<file path="src/rtl/tilt_pi_stabilizer_macros.svh">
// Assertion macros shared by the tilt PI stabiliser RTL.
// Included by the controller and datapath modules; no other dependencies.
`ifndef TILT_PI_STABILIZER_MACROS_SVH
`define TILT_PI_STABILIZER_MACROS_SVH

// Clocked assertion that is switched off while reset is asserted.
`define TPS_ASSERT(lbl, clk, rst_n, prop, msg) \
    lbl: assert property (@(posedge clk) disable iff (!rst_n) prop) \
        else $error(msg);

// Clocked assertion that also holds during reset.
`define TPS_ASSERT_ALWAYS(lbl, clk, prop, msg) \
    lbl: assert property (@(posedge clk) prop) else $error(msg);

`endif

</file>
<file path="src/rtl/tps_pkg.sv">
// Package for the tilt PI stabiliser: widths, constants, register codes,
// command and status types, and the CORDIC arctangent table. No dependencies.
`default_nettype none

package tps_pkg;

    // Defaults and fixed widths
    localparam int CORDIC_STEPS_DEFAULT = 16;
    localparam int ATAN_TABLE_LEN       = 24;
    localparam int ATAN_IDX_W           = $clog2(ATAN_TABLE_LEN);
    localparam int SAMPLE_W             = 16;
    localparam int CORDIC_W             = 36;
    localparam int ANGLE_W              = 34;
    localparam int DIFF_W               = 17;
    localparam int INTEG_W              = 48;
    localparam int MUL_A_W              = 25;
    localparam int MUL_B_W              = 17;
    localparam int PROD_W               = MUL_A_W + MUL_B_W;
    localparam int SUM_W                = 58;
    localparam int CFG_IDX_W            = 4;
    localparam int CFG_DATA_W           = 16;

    // Angle constants, 2^30 per radian inside the CORDIC, Q2.13 outside
    localparam logic signed [ANGLE_W-1:0] HALF_PI_Q30  = 34'sd1686629713;
    localparam logic signed [ANGLE_W-1:0] ROUND_BIAS   = 34'sd65536;
    localparam logic signed [ANGLE_W-1:0] ANGLE_LIMIT  = 34'sd25736;
    localparam logic [SAMPLE_W-1:0]       OPEN_LIMIT   = 16'd20016;
    localparam logic [DIFF_W-1:0]         SETTLE_LIMIT = 17'd573;
    localparam logic [SAMPLE_W-1:0]       FULL_SCALE   = 16'h8000;

    // Register reset values
    localparam logic [CFG_DATA_W-1:0] TARGET_ANGLE_RESET   = 16'd0;
    localparam logic [CFG_DATA_W-1:0] PROP_GAIN_RESET      = 16'd256;
    localparam logic [CFG_DATA_W-1:0] INTEG_GAIN_RESET     = 16'd0;
    localparam logic [CFG_DATA_W-1:0] PERIOD_SECONDS_RESET = 16'd655;

    // Configuration register indexes
    localparam logic [CFG_IDX_W-1:0] REG_TARGET_ANGLE   = 4'd0;
    localparam logic [CFG_IDX_W-1:0] REG_PROP_GAIN      = 4'd1;
    localparam logic [CFG_IDX_W-1:0] REG_INTEG_GAIN     = 4'd2;
    localparam logic [CFG_IDX_W-1:0] REG_PERIOD_SECONDS = 4'd3;

    // Operand selection for the shared multiplier
    typedef enum logic [2:0] {
        MUL_NONE,
        MUL_PERIOD,
        MUL_PROP,
        MUL_LO,
        MUL_HI
    } mul_sel_t;

    // Update of the PI sum accumulator
    typedef enum logic [1:0] {
        ACC_HOLD,
        ACC_LOAD,
        ACC_ADD,
        ACC_ADD_HI
    } acc_op_t;

    // Commands from the controller to the datapath
    typedef struct packed {
        logic                  load;
        logic                  iterate;
        logic [ATAN_IDX_W-1:0] step;
        logic                  round;
        logic                  diff;
        mul_sel_t              mul_sel;
        logic                  integ;
        acc_op_t               acc_op;
        logic                  publish;
    } tps_cmd_t;

    // Status from the datapath to the controller
    typedef struct packed {
        logic out_busy;
    } tps_status_t;

    // atan(2^-i) with 2^30 per radian
    function automatic logic [29:0] atan_q30(input logic [ATAN_IDX_W-1:0] idx);
        logic [29:0] val;
        begin
            unique case (idx)
                5'd0:    val = 30'h3243F6A8;
                5'd1:    val = 30'h1DAC6705;
                5'd2:    val = 30'h0FADBAFC;
                5'd3:    val = 30'h07F56EA6;
                5'd4:    val = 30'h03FEAB76;
                5'd5:    val = 30'h01FFD55B;
                5'd6:    val = 30'h00FFFAAA;
                5'd7:    val = 30'h007FFF55;
                5'd8:    val = 30'h003FFFEA;
                5'd9:    val = 30'h001FFFFD;
                5'd10:   val = 30'h000FFFFF;
                5'd11:   val = 30'h0007FFFF;
                5'd12:   val = 30'h0003FFFF;
                5'd13:   val = 30'h0001FFFF;
                5'd14:   val = 30'h0000FFFF;
                5'd15:   val = 30'h00007FFF;
                5'd16:   val = 30'h00003FFF;
                5'd17:   val = 30'h00001FFF;
                5'd18:   val = 30'h00000FFF;
                5'd19:   val = 30'h000007FF;
                5'd20:   val = 30'h000003FF;
                5'd21:   val = 30'h000001FF;
                5'd22:   val = 30'h000000FF;
                5'd23:   val = 30'h0000007F;
                default: val = 30'h00000000;
            endcase
            return val;
        end
    endfunction

endpackage

`default_nettype wire

</file>
<file path="src/rtl/tps_sample_if.sv">
// Sample channel of the tilt PI stabiliser: valid/ready plus Y and Z axes.
// Depends on tps_pkg for the sample width.
`default_nettype none

interface tps_sample_if;
    logic                                 valid;
    logic                                 ready;
    logic signed [tps_pkg::SAMPLE_W-1:0]  accel_y;
    logic signed [tps_pkg::SAMPLE_W-1:0]  accel_z;

    modport source (output valid, output accel_y, output accel_z, input ready);
    modport sink   (input valid, input accel_y, input accel_z, output ready);
endinterface

`default_nettype wire

</file>
<file path="src/rtl/tps_result_if.sv">
// Result channel of the tilt PI stabiliser: valid/ready plus drive and flags.
// Depends on tps_pkg for the field widths.
`default_nettype none

interface tps_result_if;
    logic                                 valid;
    logic                                 ready;
    logic                                 drive_reverse;
    logic        [tps_pkg::SAMPLE_W-1:0]  drive_magnitude;
    logic signed [tps_pkg::SAMPLE_W-1:0]  tilt_angle;
    logic                                 settled;
    logic                                 beyond_open_limit;

    modport source (
        output valid, output drive_reverse, output drive_magnitude,
        output tilt_angle, output settled, output beyond_open_limit,
        input  ready
    );
    modport sink (
        input  valid, input drive_reverse, input drive_magnitude,
        input  tilt_angle, input settled, input beyond_open_limit,
        output ready
    );
endinterface

`default_nettype wire

</file>
<file path="src/rtl/tps_cfg_if.sv">
// Configuration write channel of the tilt PI stabiliser: valid/ready,
// register index and write data. Depends on tps_pkg for the widths.
`default_nettype none

interface tps_cfg_if;
    logic                              valid;
    logic                              ready;
    logic [tps_pkg::CFG_IDX_W-1:0]     index;
    logic [tps_pkg::CFG_DATA_W-1:0]    data;

    modport source (output valid, output index, output data, input ready);
    modport sink   (input valid, input index, input data, output ready);
endinterface

`default_nettype wire

</file>
<file path="src/rtl/tps_ctrl.sv">
// Controller of the tilt PI stabiliser: sequences the CORDIC iterations and
// the PI arithmetic. Depends on tps_pkg, tps_sample_if and the macro header.
`default_nettype none
`include "tilt_pi_stabilizer_macros.svh"

module tps_ctrl #(
    parameter int CORDIC_STEPS = tps_pkg::CORDIC_STEPS_DEFAULT
) (
    input  wire logic                 clk,
    input  wire logic                 rst_n,
    tps_sample_if.sink                sample,
    input  wire tps_pkg::tps_status_t status,
    output tps_pkg::tps_cmd_t         cmd
);

    localparam int STEP_W = (CORDIC_STEPS > 1) ? $clog2(CORDIC_STEPS) : 1;
    localparam int IDX_W  = tps_pkg::ATAN_IDX_W;
    localparam logic [STEP_W-1:0] LAST_STEP = STEP_W'(CORDIC_STEPS - 1);

    typedef enum logic [3:0] {
        S_IDLE,
        S_CORDIC,
        S_ROUND,
        S_DIFF,
        S_MPER,
        S_INTEG,
        S_MLO,
        S_MHI,
        S_ACC,
        S_DONE
    } state_t;

    state_t             state_reg;
    state_t             state_next;
    logic [STEP_W-1:0]  step_cnt_reg;
    logic [STEP_W-1:0]  step_cnt_next;

    // A new request is taken only between items.
    assign sample.ready = (state_reg == S_IDLE);

    // Next state, step count and commands for the datapath.
    always_comb
    begin
        state_next    = state_reg;
        step_cnt_next = step_cnt_reg;
        cmd           = '0;
        cmd.mul_sel   = tps_pkg::MUL_NONE;
        cmd.acc_op    = tps_pkg::ACC_HOLD;
        cmd.step      = IDX_W'(step_cnt_reg);
        unique case (state_reg)
            S_IDLE:
            begin
                if (sample.valid)
                begin
                    cmd.load      = 1'b1;
                    step_cnt_next = '0;
                    state_next    = S_CORDIC;
                end
            end
            S_CORDIC:
            begin
                cmd.iterate = 1'b1;
                if (step_cnt_reg == LAST_STEP)
                begin
                    state_next = S_ROUND;
                end
                else
                begin
                    step_cnt_next = step_cnt_reg + 1'b1;
                end
            end
            S_ROUND:
            begin
                cmd.round  = 1'b1;
                state_next = S_DIFF;
            end
            S_DIFF:
            begin
                cmd.diff   = 1'b1;
                state_next = S_MPER;
            end
            S_MPER:
            begin
                cmd.mul_sel = tps_pkg::MUL_PERIOD;
                state_next  = S_INTEG;
            end
            S_INTEG:
            begin
                cmd.integ   = 1'b1;
                cmd.mul_sel = tps_pkg::MUL_PROP;
                state_next  = S_MLO;
            end
            S_MLO:
            begin
                cmd.acc_op  = tps_pkg::ACC_LOAD;
                cmd.mul_sel = tps_pkg::MUL_LO;
                state_next  = S_MHI;
            end
            S_MHI:
            begin
                cmd.acc_op  = tps_pkg::ACC_ADD;
                cmd.mul_sel = tps_pkg::MUL_HI;
                state_next  = S_ACC;
            end
            S_ACC:
            begin
                cmd.acc_op = tps_pkg::ACC_ADD_HI;
                state_next = S_DONE;
            end
            S_DONE:
            begin
                if (!status.out_busy)
                begin
                    cmd.publish = 1'b1;
                    state_next  = S_IDLE;
                end
            end
            default:
            begin
                state_next = S_IDLE;
            end
        endcase
    end

    // State and step counter.
    always_ff @(posedge clk or negedge rst_n)
    begin
        if (!rst_n)
        begin
            state_reg    <= S_IDLE;
            step_cnt_reg <= '0;
        end
        else
        begin
            state_reg    <= state_next;
            step_cnt_reg <= step_cnt_next;
        end
    end

    // An accepted request starts the CORDIC at its first step.
    `TPS_ASSERT(a_start_cordic, clk, rst_n, (sample.valid && sample.ready) |=> (state_reg == S_CORDIC && step_cnt_reg == '0), "CORDIC did not start at step zero")
    // The last CORDIC step hands over to rounding.
    `TPS_ASSERT(a_cordic_end, clk, rst_n, (state_reg == S_CORDIC && step_cnt_reg == LAST_STEP) |=> (state_reg == S_ROUND), "CORDIC ran past its last step")
    // Publishing a result frees the block for the next request.
    `TPS_ASSERT(a_publish_idle, clk, rst_n, cmd.publish |=> sample.ready, "block not ready after publishing")

endmodule

`default_nettype wire

</file>
<file path="src/rtl/tps_datapath.sv">
// Datapath of the tilt PI stabiliser: configuration registers, CORDIC
// vectoring unit, shared multiplier, integrator, PI sum and output register.
// Depends on tps_pkg, the channel interfaces and the macro header.
`default_nettype none
`include "tilt_pi_stabilizer_macros.svh"

module tps_datapath (
    input  wire logic                 clk,
    input  wire logic                 rst_n,
    tps_sample_if.sink                sample,
    tps_result_if.source              result,
    tps_cfg_if.sink                   cfg,
    input  wire tps_pkg::tps_cmd_t    cmd,
    output tps_pkg::tps_status_t      status
);

    localparam int CW = tps_pkg::CORDIC_W;
    localparam int AW = tps_pkg::ANGLE_W;
    localparam int DW = tps_pkg::DIFF_W;
    localparam int IW = tps_pkg::INTEG_W;
    localparam int PW = tps_pkg::PROD_W;
    localparam int SW = tps_pkg::SUM_W;
    localparam int XW = tps_pkg::SAMPLE_W;

    // Configuration registers
    logic signed [XW-1:0] target_reg;
    logic [XW-1:0]        prop_gain_reg;
    logic [XW-1:0]        integ_gain_reg;
    logic [XW-1:0]        period_reg;

    // CORDIC state
    logic signed [CW-1:0] x_reg, x_next;
    logic signed [CW-1:0] v_reg, v_next;
    logic signed [AW-1:0] ang_reg, ang_next;
    logic signed [CW-1:0] y_scaled, z_scaled, x_raw;
    logic signed [CW-1:0] dx, dv;
    logic signed [AW-1:0] atan_ext;

    // Angle, error and flags
    logic signed [AW-1:0] ang_biased, ang_shifted;
    logic signed [XW-1:0] tilt_reg, tilt_next;
    logic signed [DW-1:0] diff_reg, diff_next;
    logic [DW-1:0]        abs_diff;
    logic [XW-1:0]        abs_tilt;
    logic                 settled_flag_reg;
    logic                 beyond_reg;

    // Multiplier, integrator and PI sum
    logic signed [tps_pkg::MUL_A_W-1:0] mul_a;
    logic signed [tps_pkg::MUL_B_W-1:0] mul_b;
    logic signed [PW-1:0]               prod_reg;
    logic signed [IW-1:0]               integ_reg, integ_next;
    logic signed [IW:0]                 integ_sum;
    logic signed [SW-1:0]               sum_reg, sum_next, prod_ext;
    logic [SW-1:0]                      abs_sum;
    logic [SW-7:0]                      mag_wide;
    logic [XW-1:0]                      mag_sat;

    // Output register
    logic                 out_valid_reg;
    logic                 out_reverse_reg;
    logic [XW-1:0]        out_mag_reg;
    logic signed [XW-1:0] out_tilt_reg;
    logic                 out_settled_reg;
    logic                 out_beyond_reg;

    // Configuration writes are always accepted.
    assign cfg.ready = 1'b1;

    always_ff @(posedge clk or negedge rst_n)
    begin
        if (!rst_n)
        begin
            target_reg     <= tps_pkg::TARGET_ANGLE_RESET;
            prop_gain_reg  <= tps_pkg::PROP_GAIN_RESET;
            integ_gain_reg <= tps_pkg::INTEG_GAIN_RESET;
            period_reg     <= tps_pkg::PERIOD_SECONDS_RESET;
        end
        else if (cfg.valid)
        begin
            unique case (cfg.index)
                tps_pkg::REG_TARGET_ANGLE:   target_reg     <= cfg.data;
                tps_pkg::REG_PROP_GAIN:      prop_gain_reg  <= cfg.data;
                tps_pkg::REG_INTEG_GAIN:     integ_gain_reg <= cfg.data;
                tps_pkg::REG_PERIOD_SECONDS: period_reg     <= cfg.data;
                default:
                begin
                end
            endcase
        end
    end

    // Quarter-turn pre-rotation on load when x is negative, then one vectoring step per cycle.
    always_comb
    begin
        y_scaled = {{(CW-32){sample.accel_y[XW-1]}}, sample.accel_y, 16'h0000};
        z_scaled = {{(CW-32){sample.accel_z[XW-1]}}, sample.accel_z, 16'h0000};
        x_raw    = -y_scaled;
        dx       = v_reg >>> cmd.step;
        dv       = x_reg >>> cmd.step;
        atan_ext = {{(AW-30){1'b0}}, tps_pkg::atan_q30(cmd.step)};
        x_next   = x_reg;
        v_next   = v_reg;
        ang_next = ang_reg;
        if (cmd.load)
        begin
            if (x_raw < 0)
            begin
                if (z_scaled >= 0)
                begin
                    x_next   = z_scaled;
                    v_next   = -x_raw;
                    ang_next = tps_pkg::HALF_PI_Q30;
                end
                else
                begin
                    x_next   = -z_scaled;
                    v_next   = x_raw;
                    ang_next = -tps_pkg::HALF_PI_Q30;
                end
            end
            else
            begin
                x_next   = x_raw;
                v_next   = z_scaled;
                ang_next = '0;
            end
        end
        else if (cmd.iterate)
        begin
            if (v_reg > 0)
            begin
                x_next   = x_reg + dx;
                v_next   = v_reg - dv;
                ang_next = ang_reg + atan_ext;
            end
            else if (v_reg < 0)
            begin
                x_next   = x_reg - dx;
                v_next   = v_reg + dv;
                ang_next = ang_reg - atan_ext;
            end
        end
    end

    always_ff @(posedge clk)
    begin
        x_reg   <= x_next;
        v_reg   <= v_next;
        ang_reg <= ang_next;
    end

    // Round the angle to Q2.13 half up and clamp it to plus or minus pi.
    always_comb
    begin
        ang_biased  = ang_reg + tps_pkg::ROUND_BIAS;
        ang_shifted = ang_biased >>> 17;
        if (ang_shifted > tps_pkg::ANGLE_LIMIT)
        begin
            tilt_next = XW'(tps_pkg::ANGLE_LIMIT);
        end
        else if (ang_shifted < -tps_pkg::ANGLE_LIMIT)
        begin
            tilt_next = XW'(-tps_pkg::ANGLE_LIMIT);
        end
        else
        begin
            tilt_next = ang_shifted[XW-1:0];
        end
    end

    // Error against the target and its magnitude, plus the tilt magnitude.
    always_comb
    begin
        diff_next = {tilt_reg[XW-1], tilt_reg} - {target_reg[XW-1], target_reg};
        abs_diff  = diff_next[DW-1] ? DW'(-diff_next) : DW'(diff_next);
        abs_tilt  = tilt_reg[XW-1] ? XW'(-tilt_reg) : XW'(tilt_reg);
    end

    always_ff @(posedge clk)
    begin
        if (cmd.round)
        begin
            tilt_reg <= tilt_next;
        end
        if (cmd.diff)
        begin
            diff_reg   <= diff_next;
            beyond_reg <= (abs_tilt > tps_pkg::OPEN_LIMIT);
        end
    end

    // Sticky settle flag.
    always_ff @(posedge clk or negedge rst_n)
    begin
        if (!rst_n)
        begin
            settled_flag_reg <= 1'b0;
        end
        else if (cmd.diff && (abs_diff <= tps_pkg::SETTLE_LIMIT))
        begin
            settled_flag_reg <= 1'b1;
        end
    end

    // Shared multiplier operand selection; the integral is taken apart into
    // a signed upper part and an unsigned lower part after the shift by 8.
    always_comb
    begin
        mul_a = '0;
        mul_b = '0;
        unique case (cmd.mul_sel)
            tps_pkg::MUL_PERIOD:
            begin
                mul_a = {{(tps_pkg::MUL_A_W-DW){diff_reg[DW-1]}}, diff_reg};
                mul_b = {1'b0, period_reg};
            end
            tps_pkg::MUL_PROP:
            begin
                mul_a = {{(tps_pkg::MUL_A_W-DW){diff_reg[DW-1]}}, diff_reg};
                mul_b = {1'b0, prop_gain_reg};
            end
            tps_pkg::MUL_LO:
            begin
                mul_a = {{(tps_pkg::MUL_A_W-16){1'b0}}, integ_reg[23:8]};
                mul_b = {1'b0, integ_gain_reg};
            end
            tps_pkg::MUL_HI:
            begin
                mul_a = {{(tps_pkg::MUL_A_W-24){integ_reg[IW-1]}}, integ_reg[IW-1:24]};
                mul_b = {1'b0, integ_gain_reg};
            end
            default:
            begin
                mul_a = '0;
                mul_b = '0;
            end
        endcase
    end

    always_ff @(posedge clk)
    begin
        if (cmd.mul_sel != tps_pkg::MUL_NONE)
        begin
            prod_reg <= mul_a * mul_b;
        end
    end

    // Saturating integrator of error times period.
    always_comb
    begin
        integ_sum = {integ_reg[IW-1], integ_reg} + {{(IW+1-PW){prod_reg[PW-1]}}, prod_reg};
        if (integ_sum[IW] != integ_sum[IW-1])
        begin
            integ_next = integ_sum[IW] ? {1'b1, {(IW-1){1'b0}}} : {1'b0, {(IW-1){1'b1}}};
        end
        else
        begin
            integ_next = integ_sum[IW-1:0];
        end
    end

    always_ff @(posedge clk or negedge rst_n)
    begin
        if (!rst_n)
        begin
            integ_reg <= '0;
        end
        else if (cmd.integ)
        begin
            integ_reg <= integ_next;
        end
    end

    // PI sum accumulator.
    always_comb
    begin
        prod_ext = {{(SW-PW){prod_reg[PW-1]}}, prod_reg};
        sum_next = sum_reg;
        unique case (cmd.acc_op)
            tps_pkg::ACC_LOAD:   sum_next = prod_ext;
            tps_pkg::ACC_ADD:    sum_next = sum_reg + prod_ext;
            tps_pkg::ACC_ADD_HI: sum_next = sum_reg + (prod_ext <<< 16);
            default:             sum_next = sum_reg;
        endcase
    end

    always_ff @(posedge clk)
    begin
        sum_reg <= sum_next;
    end

    // Drive magnitude: absolute sum over 2^6, saturated at full scale.
    always_comb
    begin
        abs_sum  = sum_reg[SW-1] ? SW'(-sum_reg) : SW'(sum_reg);
        mag_wide = abs_sum[SW-1:6];
        if (mag_wide > {{(SW-6-XW){1'b0}}, tps_pkg::FULL_SCALE})
        begin
            mag_sat = tps_pkg::FULL_SCALE;
        end
        else
        begin
            mag_sat = mag_wide[XW-1:0];
        end
    end

    // Output register, parting the result side from the arithmetic.
    always_ff @(posedge clk or negedge rst_n)
    begin
        if (!rst_n)
        begin
            out_valid_reg <= 1'b0;
        end
        else if (cmd.publish)
        begin
            out_valid_reg <= 1'b1;
        end
        else if (result.ready)
        begin
            out_valid_reg <= 1'b0;
        end
    end

    always_ff @(posedge clk)
    begin
        if (cmd.publish)
        begin
            out_reverse_reg <= !sum_reg[SW-1] && (sum_reg != '0);
            out_mag_reg     <= mag_sat;
            out_tilt_reg    <= tilt_reg;
            out_settled_reg <= settled_flag_reg;
            out_beyond_reg  <= beyond_reg;
        end
    end

    assign status.out_busy          = out_valid_reg && !result.ready;
    assign result.valid             = out_valid_reg;
    assign result.drive_reverse     = out_reverse_reg;
    assign result.drive_magnitude   = out_mag_reg;
    assign result.tilt_angle        = out_tilt_reg;
    assign result.settled           = out_settled_reg;
    assign result.beyond_open_limit = out_beyond_reg;

    // The settle flag never clears once set.
    `TPS_ASSERT(a_settled_sticky, clk, rst_n, settled_flag_reg |=> settled_flag_reg, "settle flag cleared")
    // A rounded tilt stays within plus or minus pi.
    `TPS_ASSERT(a_tilt_range, clk, rst_n, cmd.round |=> ((tilt_reg <= 16'sd25736) && (tilt_reg >= -16'sd25736)), "tilt out of range")
    // A shown drive level never exceeds full scale.
    `TPS_ASSERT_ALWAYS(a_mag_limit, clk, result.valid |-> (result.drive_magnitude <= tps_pkg::FULL_SCALE), "drive magnitude above full scale")
    // A result is published only into a free output register.
    `TPS_ASSERT(a_publish_free, clk, rst_n, cmd.publish |-> (!out_valid_reg || result.ready), "result overwritten before it was taken")

endmodule

`default_nettype wire

</file>
<file path="src/rtl/tilt_pi_stabilizer.sv">
// Top level of the tilt PI stabiliser: joins controller and datapath.
// Depends on tps_pkg, the channel interfaces, tps_ctrl and tps_datapath.
//
//   Channel  Direction  Payload
//   sample   in         accel_y, accel_z
//   result   out        drive_reverse, drive_magnitude, tilt_angle, settled,
//                       beyond_open_limit
//   cfg      in         index, data (register write, always ready)
//
// A request runs CORDIC_STEPS loop steps (16 by default), one step per cycle,
// then the PI arithmetic on the single shared multiplier, before the next
// one can be accepted.
// The result waits in an output register; a stalled result holds the block
// only when the next result is ready to be written over it.
// Reset clears the integrator, the settle flag and the configuration
// registers to their defaults; no clearing pass is needed.
`default_nettype none

module tilt_pi_stabilizer #(
    parameter int CORDIC_STEPS = tps_pkg::CORDIC_STEPS_DEFAULT
) (
    input  wire logic    clk,
    input  wire logic    rst_n,
    tps_sample_if.sink   sample,
    tps_result_if.source result,
    tps_cfg_if.sink      cfg
);

    tps_pkg::tps_cmd_t    cmd;
    tps_pkg::tps_status_t status;

    // Sequencer
    tps_ctrl #(
        .CORDIC_STEPS (CORDIC_STEPS)
    ) u_ctrl (
        .clk    (clk),
        .rst_n  (rst_n),
        .sample (sample),
        .status (status),
        .cmd    (cmd)
    );

    // Arithmetic and storage
    tps_datapath u_datapath (
        .clk    (clk),
        .rst_n  (rst_n),
        .sample (sample),
        .result (result),
        .cfg    (cfg),
        .cmd    (cmd),
        .status (status)
    );

endmodule

`default_nettype wire

</file>
<file path="src/flat_wrapper.sv">
// flat-port wrapper written by rule: the top's interface ports become plain ports
module tilt_pi_stabilizer_flat 
#(
    parameter int CORDIC_STEPS = tps_pkg::CORDIC_STEPS_DEFAULT
)
  (clk, rst_n, sample_valid, sample_accel_y, sample_accel_z, sample_ready, result_valid, result_drive_reverse, result_drive_magnitude, result_tilt_angle, result_settled, result_beyond_open_limit, result_ready, cfg_valid, cfg_index, cfg_data, cfg_ready);
  tps_sample_if sample_i ();
  tps_result_if result_i ();
  tps_cfg_if cfg_i ();
  input  wire logic clk;
  input  wire logic rst_n;
  input wire logic [$bits(sample_i.valid)-1:0] sample_valid;
  input wire logic [$bits(sample_i.accel_y)-1:0] sample_accel_y;
  input wire logic [$bits(sample_i.accel_z)-1:0] sample_accel_z;
  output wire logic [$bits(sample_i.ready)-1:0] sample_ready;
  output wire logic [$bits(result_i.valid)-1:0] result_valid;
  output wire logic [$bits(result_i.drive_reverse)-1:0] result_drive_reverse;
  output wire logic [$bits(result_i.drive_magnitude)-1:0] result_drive_magnitude;
  output wire logic [$bits(result_i.tilt_angle)-1:0] result_tilt_angle;
  output wire logic [$bits(result_i.settled)-1:0] result_settled;
  output wire logic [$bits(result_i.beyond_open_limit)-1:0] result_beyond_open_limit;
  input wire logic [$bits(result_i.ready)-1:0] result_ready;
  input wire logic [$bits(cfg_i.valid)-1:0] cfg_valid;
  input wire logic [$bits(cfg_i.index)-1:0] cfg_index;
  input wire logic [$bits(cfg_i.data)-1:0] cfg_data;
  output wire logic [$bits(cfg_i.ready)-1:0] cfg_ready;
  assign sample_i.valid = sample_valid;
  assign sample_i.accel_y = sample_accel_y;
  assign sample_i.accel_z = sample_accel_z;
  assign sample_ready = sample_i.ready;
  assign result_valid = result_i.valid;
  assign result_drive_reverse = result_i.drive_reverse;
  assign result_drive_magnitude = result_i.drive_magnitude;
  assign result_tilt_angle = result_i.tilt_angle;
  assign result_settled = result_i.settled;
  assign result_beyond_open_limit = result_i.beyond_open_limit;
  assign result_i.ready = result_ready;
  assign cfg_i.valid = cfg_valid;
  assign cfg_i.index = cfg_index;
  assign cfg_i.data = cfg_data;
  assign cfg_ready = cfg_i.ready;
  tilt_pi_stabilizer #(.CORDIC_STEPS(CORDIC_STEPS)) u_core (.clk(clk), .rst_n(rst_n), .sample(sample_i), .result(result_i), .cfg(cfg_i));
endmodule
</file>
<file path="config.mk">
export PLATFORM = sky130hd
export DESIGN_NAME = tilt_pi_stabilizer_flat
export DESIGN_NICKNAME = d
export VERILOG_FILES = /design/src/rtl/tps_pkg.sv /design/src/rtl/tps_sample_if.sv /design/src/rtl/tps_result_if.sv /design/src/rtl/tps_cfg_if.sv /design/src/rtl/tps_ctrl.sv /design/src/rtl/tps_datapath.sv /design/src/rtl/tilt_pi_stabilizer.sv /design/src/flat_wrapper.sv
export VERILOG_INCLUDE_DIRS = /design/src /design/src/rtl
export SDC_FILE = /design/constraint.sdc
export NUM_CORES = 2
export LEC_CHECK = 0
export BUFFER_PORTS_ARGS = -buffer_cell sky130_fd_sc_hd__buf_2
export CORE_AREA = 8 8 335 337
export CTS_BUF_LIST = sky130_fd_sc_hd__clkbuf_8 sky130_fd_sc_hd__clkbuf_16
export DETAILED_ROUTE_END_ITERATION = 12
export DIE_AREA = 0 0 343 345
export PLACE_DENSITY = 0.65
export SYNTH_ARGS = -nofsm -noshare
export SYNTH_HDL_FRONTEND = slang
export SYNTH_SLANG_ARGS = --single-unit
</file>
<file path="constraint.sdc">
create_clock -name clk -period 12.6 [get_ports clk]
set_clock_uncertainty 0.15 [all_clocks]
set_input_delay 1.26 -clock clk [delete_from_list [all_inputs] [get_ports clk]]
set_output_delay 1.26 -clock clk [all_outputs]
set_load 0.05 [all_outputs]
</file>
==> flow_summary.yaml <==
logic_synthesis:
  synth_warnings: 0
  yosysUniqueCellTypes: 101
  avgSynthCellArea_sq_um: 8.62
  synth_seq_cells: 397
  synth_nets: 6995
  ys.flop_type: "edfxtp_1"
  ys_seq_area_frac: 0.213
  ys_async_sr_fraction: 0.307
  syn_area_sq_um: 53100
  synth_edf_count: 275
  synthesis.instances: 6165
worst_setup_path:
  cp_top_family: "adder cells"
  cp_slowest_cell: "nor2_1"
  slowest_delay_ps: 780
  end_kind: "flip-flop"
  cp.buffers_inverters: 4
  crit_type: "reg -> reg"
  reg2reg_slack_ps: 3300
  cp_max_fo: 18
  required_ps: 12840
  cp_common_cell: "fa_1"
  start_kind: "flip-flop"
  arrival_ps: 9540
clock_network:
  cts_num_sinks: 397
  cts_tree: "built"
  cts_setup_buffers: 0
  clock_path_buffers: 3
  cts_buffers: 50
  clkTransAtPathRegs_ps: 60
  clock_latency_ps: 650
  cts_resized: 0
  cts_max_level: 2
  cts_hold_buffers: 0
  root_buffer: "clkbuf_16"
grt:
  grt_max_degree: 95
  grt-ovfl-total: 0
  antenna_found_initial: 4
  grt_first_pass_wirelength_mm: 262
  grt_pass1_vias: 43917
  grtUsageTotal: 0.280
sta:
  finalMaxSlewViolations: 0
  max_slew_margin: 0.0973
  tns_ps: 0
  timing.final.crit_share: 0.738
  max_freq_mhz: 107
  setup_violations: 0
  min_period_ps: 9300
  max_slew.worst_pin.slew_ps: 1320
  rsz0062_at_grt: "false"
  hold_viol: 0
outcome:
  status: "finished, final reports clean"
layout:
  layout_commonest_cell: "nand2_1"
  layout_common_cells: "nand2_1 (667), inv_1 (631), nor2_1 (559), a21oi_1 (431), o21ai_0 (417)"
  fill_cells: 9980
  area_delta_synth_final_pct: 6.52
  num-nets-final: 6925
  drive_gt1_frac: 0.0847
  largest_reg_flops: 58
floorplanning:
  die_w_um: 343
  initial_core_util: 0.498
  coreArea_sq_um: 107000
  rows: 120
  dieArea_sq_um: 118000
  pin_count: 95
  die_y_um: 345
min_path:
  hp-class: "reg -> reg"
flow_run:
  cap_violations: 0
routing:
  drt_iter0_drc: 4916
  detail_route.vias_per_cell: 6.18
  wl_mm: 171
  firstDrtPassIters: 6
  wl_per_cell_um: 22.7
  vias: 46624
  drt.antenna.violating_nets: 0
  drcViolationCount: 0
placement:
  hpwl_mm: 133
  portBuffers: 93
  globalplace.congestion: 0.963
## final cells by class
type,count,area [sq um],share of cell area
Antenna cell,3,7.51,0.000133
Timing Repair Buffer,147,877,0.0155
Tap cell,1403,1760,0.0310
Sequential cell,397,11300,0.200
Clock buffer,59,1410,0.0249
Clock inverter,34,363,0.00641
Inverter,628,2360,0.0417
Multi-Input combinational cell,4871,38500,0.680
## path summary, 6_finish.rpt
kind,from,endpoint,depth (start not counted)
hold / removal,u_core.u_datapath.integ_reg[7],u_core.u_datapath.integ_reg[7],2
min in group asynchronous,rst_n,u_core.u_datapath.integ_reg[46],1
setup / recovery,u_core.u_ctrl.state_reg[0],u_core.u_datapath.prod_reg[38],27
setup reg to reg,u_core.u_ctrl.state_reg[0],u_core.u_datapath.prod_reg[38],27
hold reg to reg,u_core.u_datapath.integ_reg[7],u_core.u_datapath.integ_reg[7],2
max in group asynchronous,rst_n,u_core.u_ctrl.state_reg[1],2
## layer usage
| layer | share of wire | vias to the layer above | global-route usage |
|---|---|---|---|
| met1 | 0.44 | 22613 | 0.411 |
| met5 | 0 | - | 0 |
| met2 | 0.43 | 2155 | 0.414 |
| met4 | 0.040 | 0 | 0.0931 |
| li1 | - | 21511 | - |
| met3 | 0.099 | 345 | 0.0498 |
## kinds of logic after synthesis
group                      synth area share
buffers and inverters                0.0643
adders and majority gates             0.239
AOI/OAI and AO/OA                     0.183
other                             0.0000706
xor gates and xnor gates             0.0704
DFF                                   0.213
and+or+nand+nor                       0.163
muxes                                0.0682
## per-stage QoR
step | instances | cell area (sq um) | setup slack (ps) | util | hold WS, ps
after floorplan | 6165 | 53100 | 3260 | - | 250
after global placement | 7446 | 54800 | 3510 | 0.514 | 318
after detailed placement | 7446 | 54800 | 3370 | 0.514 | 323
after CTS | 7539 | 56600 | 3360 | 0.531 | 339
after global routing | 7539 | 56600 | 2730 | 0.531 | 364
final | 7542 | 56600 | 3300 | 0.531 | 340
## cell usage after synthesis (all sizes together), types with 13 or more instances
library cell	instances	area (sq um)
a31oi	66	413
or3	35	225
a221oi	31	272
a21boi	13	97.6
a2111oi	13	121
a21oi	435	2180
buf	49	230
nand2	669	2520
edfxtp	275	8260
ha	385	4820
o21bai	43	323
nor2b	51	319
a211oi	46	350
or4	15	120
nor3	99	507
a21o	161	1210
dfrtp	115	2880
and3	41	257
o21ai	421	2110
o22ai	14	87.6
clkbuf	220	827
a22oi	14	105
mux4	88	1980
o31ai	42	315
nor3b	18	135
fa	388	7770
and4	15	131
o221ai	21	184
o21a	46	345
xnor2	261	2290
mux2i	65	651
xor2	166	1450
o211ai	42	315
inv	628	2360
nor2	571	2170
or2	29	181
nand2b	61	382
a22o	16	140
nand4	41	257
nand3	111	556
nor4	40	278
mux2	88	991
and2	47	294
## worst register-to-register path: stages, from the launching register on
cell	delay (ps)
dfrtp_2	650
inv_2	310
nor2_1	780
a22o_1	310
a22oi_1	150
nor2_1	730
nand2_1	210
fa_1	580
inv_1	60
fa_1	520
fa_1	440
fa_1	520
fa_1	600
inv_1	70
fa_1	530
inv_1	50
ha_1	360
a21o_1	180
a21o_1	170
a21oi_1	190
o21a_1	180
nand2_1	60
o21ai_0	150
o21ai_0	220
a311oi_1	490
o21bai_1	110
a21o_1	200
xor2_1	140
Power is not shown: default switching activity piles up to over one toggle a cycle in this logic, so the estimate is an artifact.
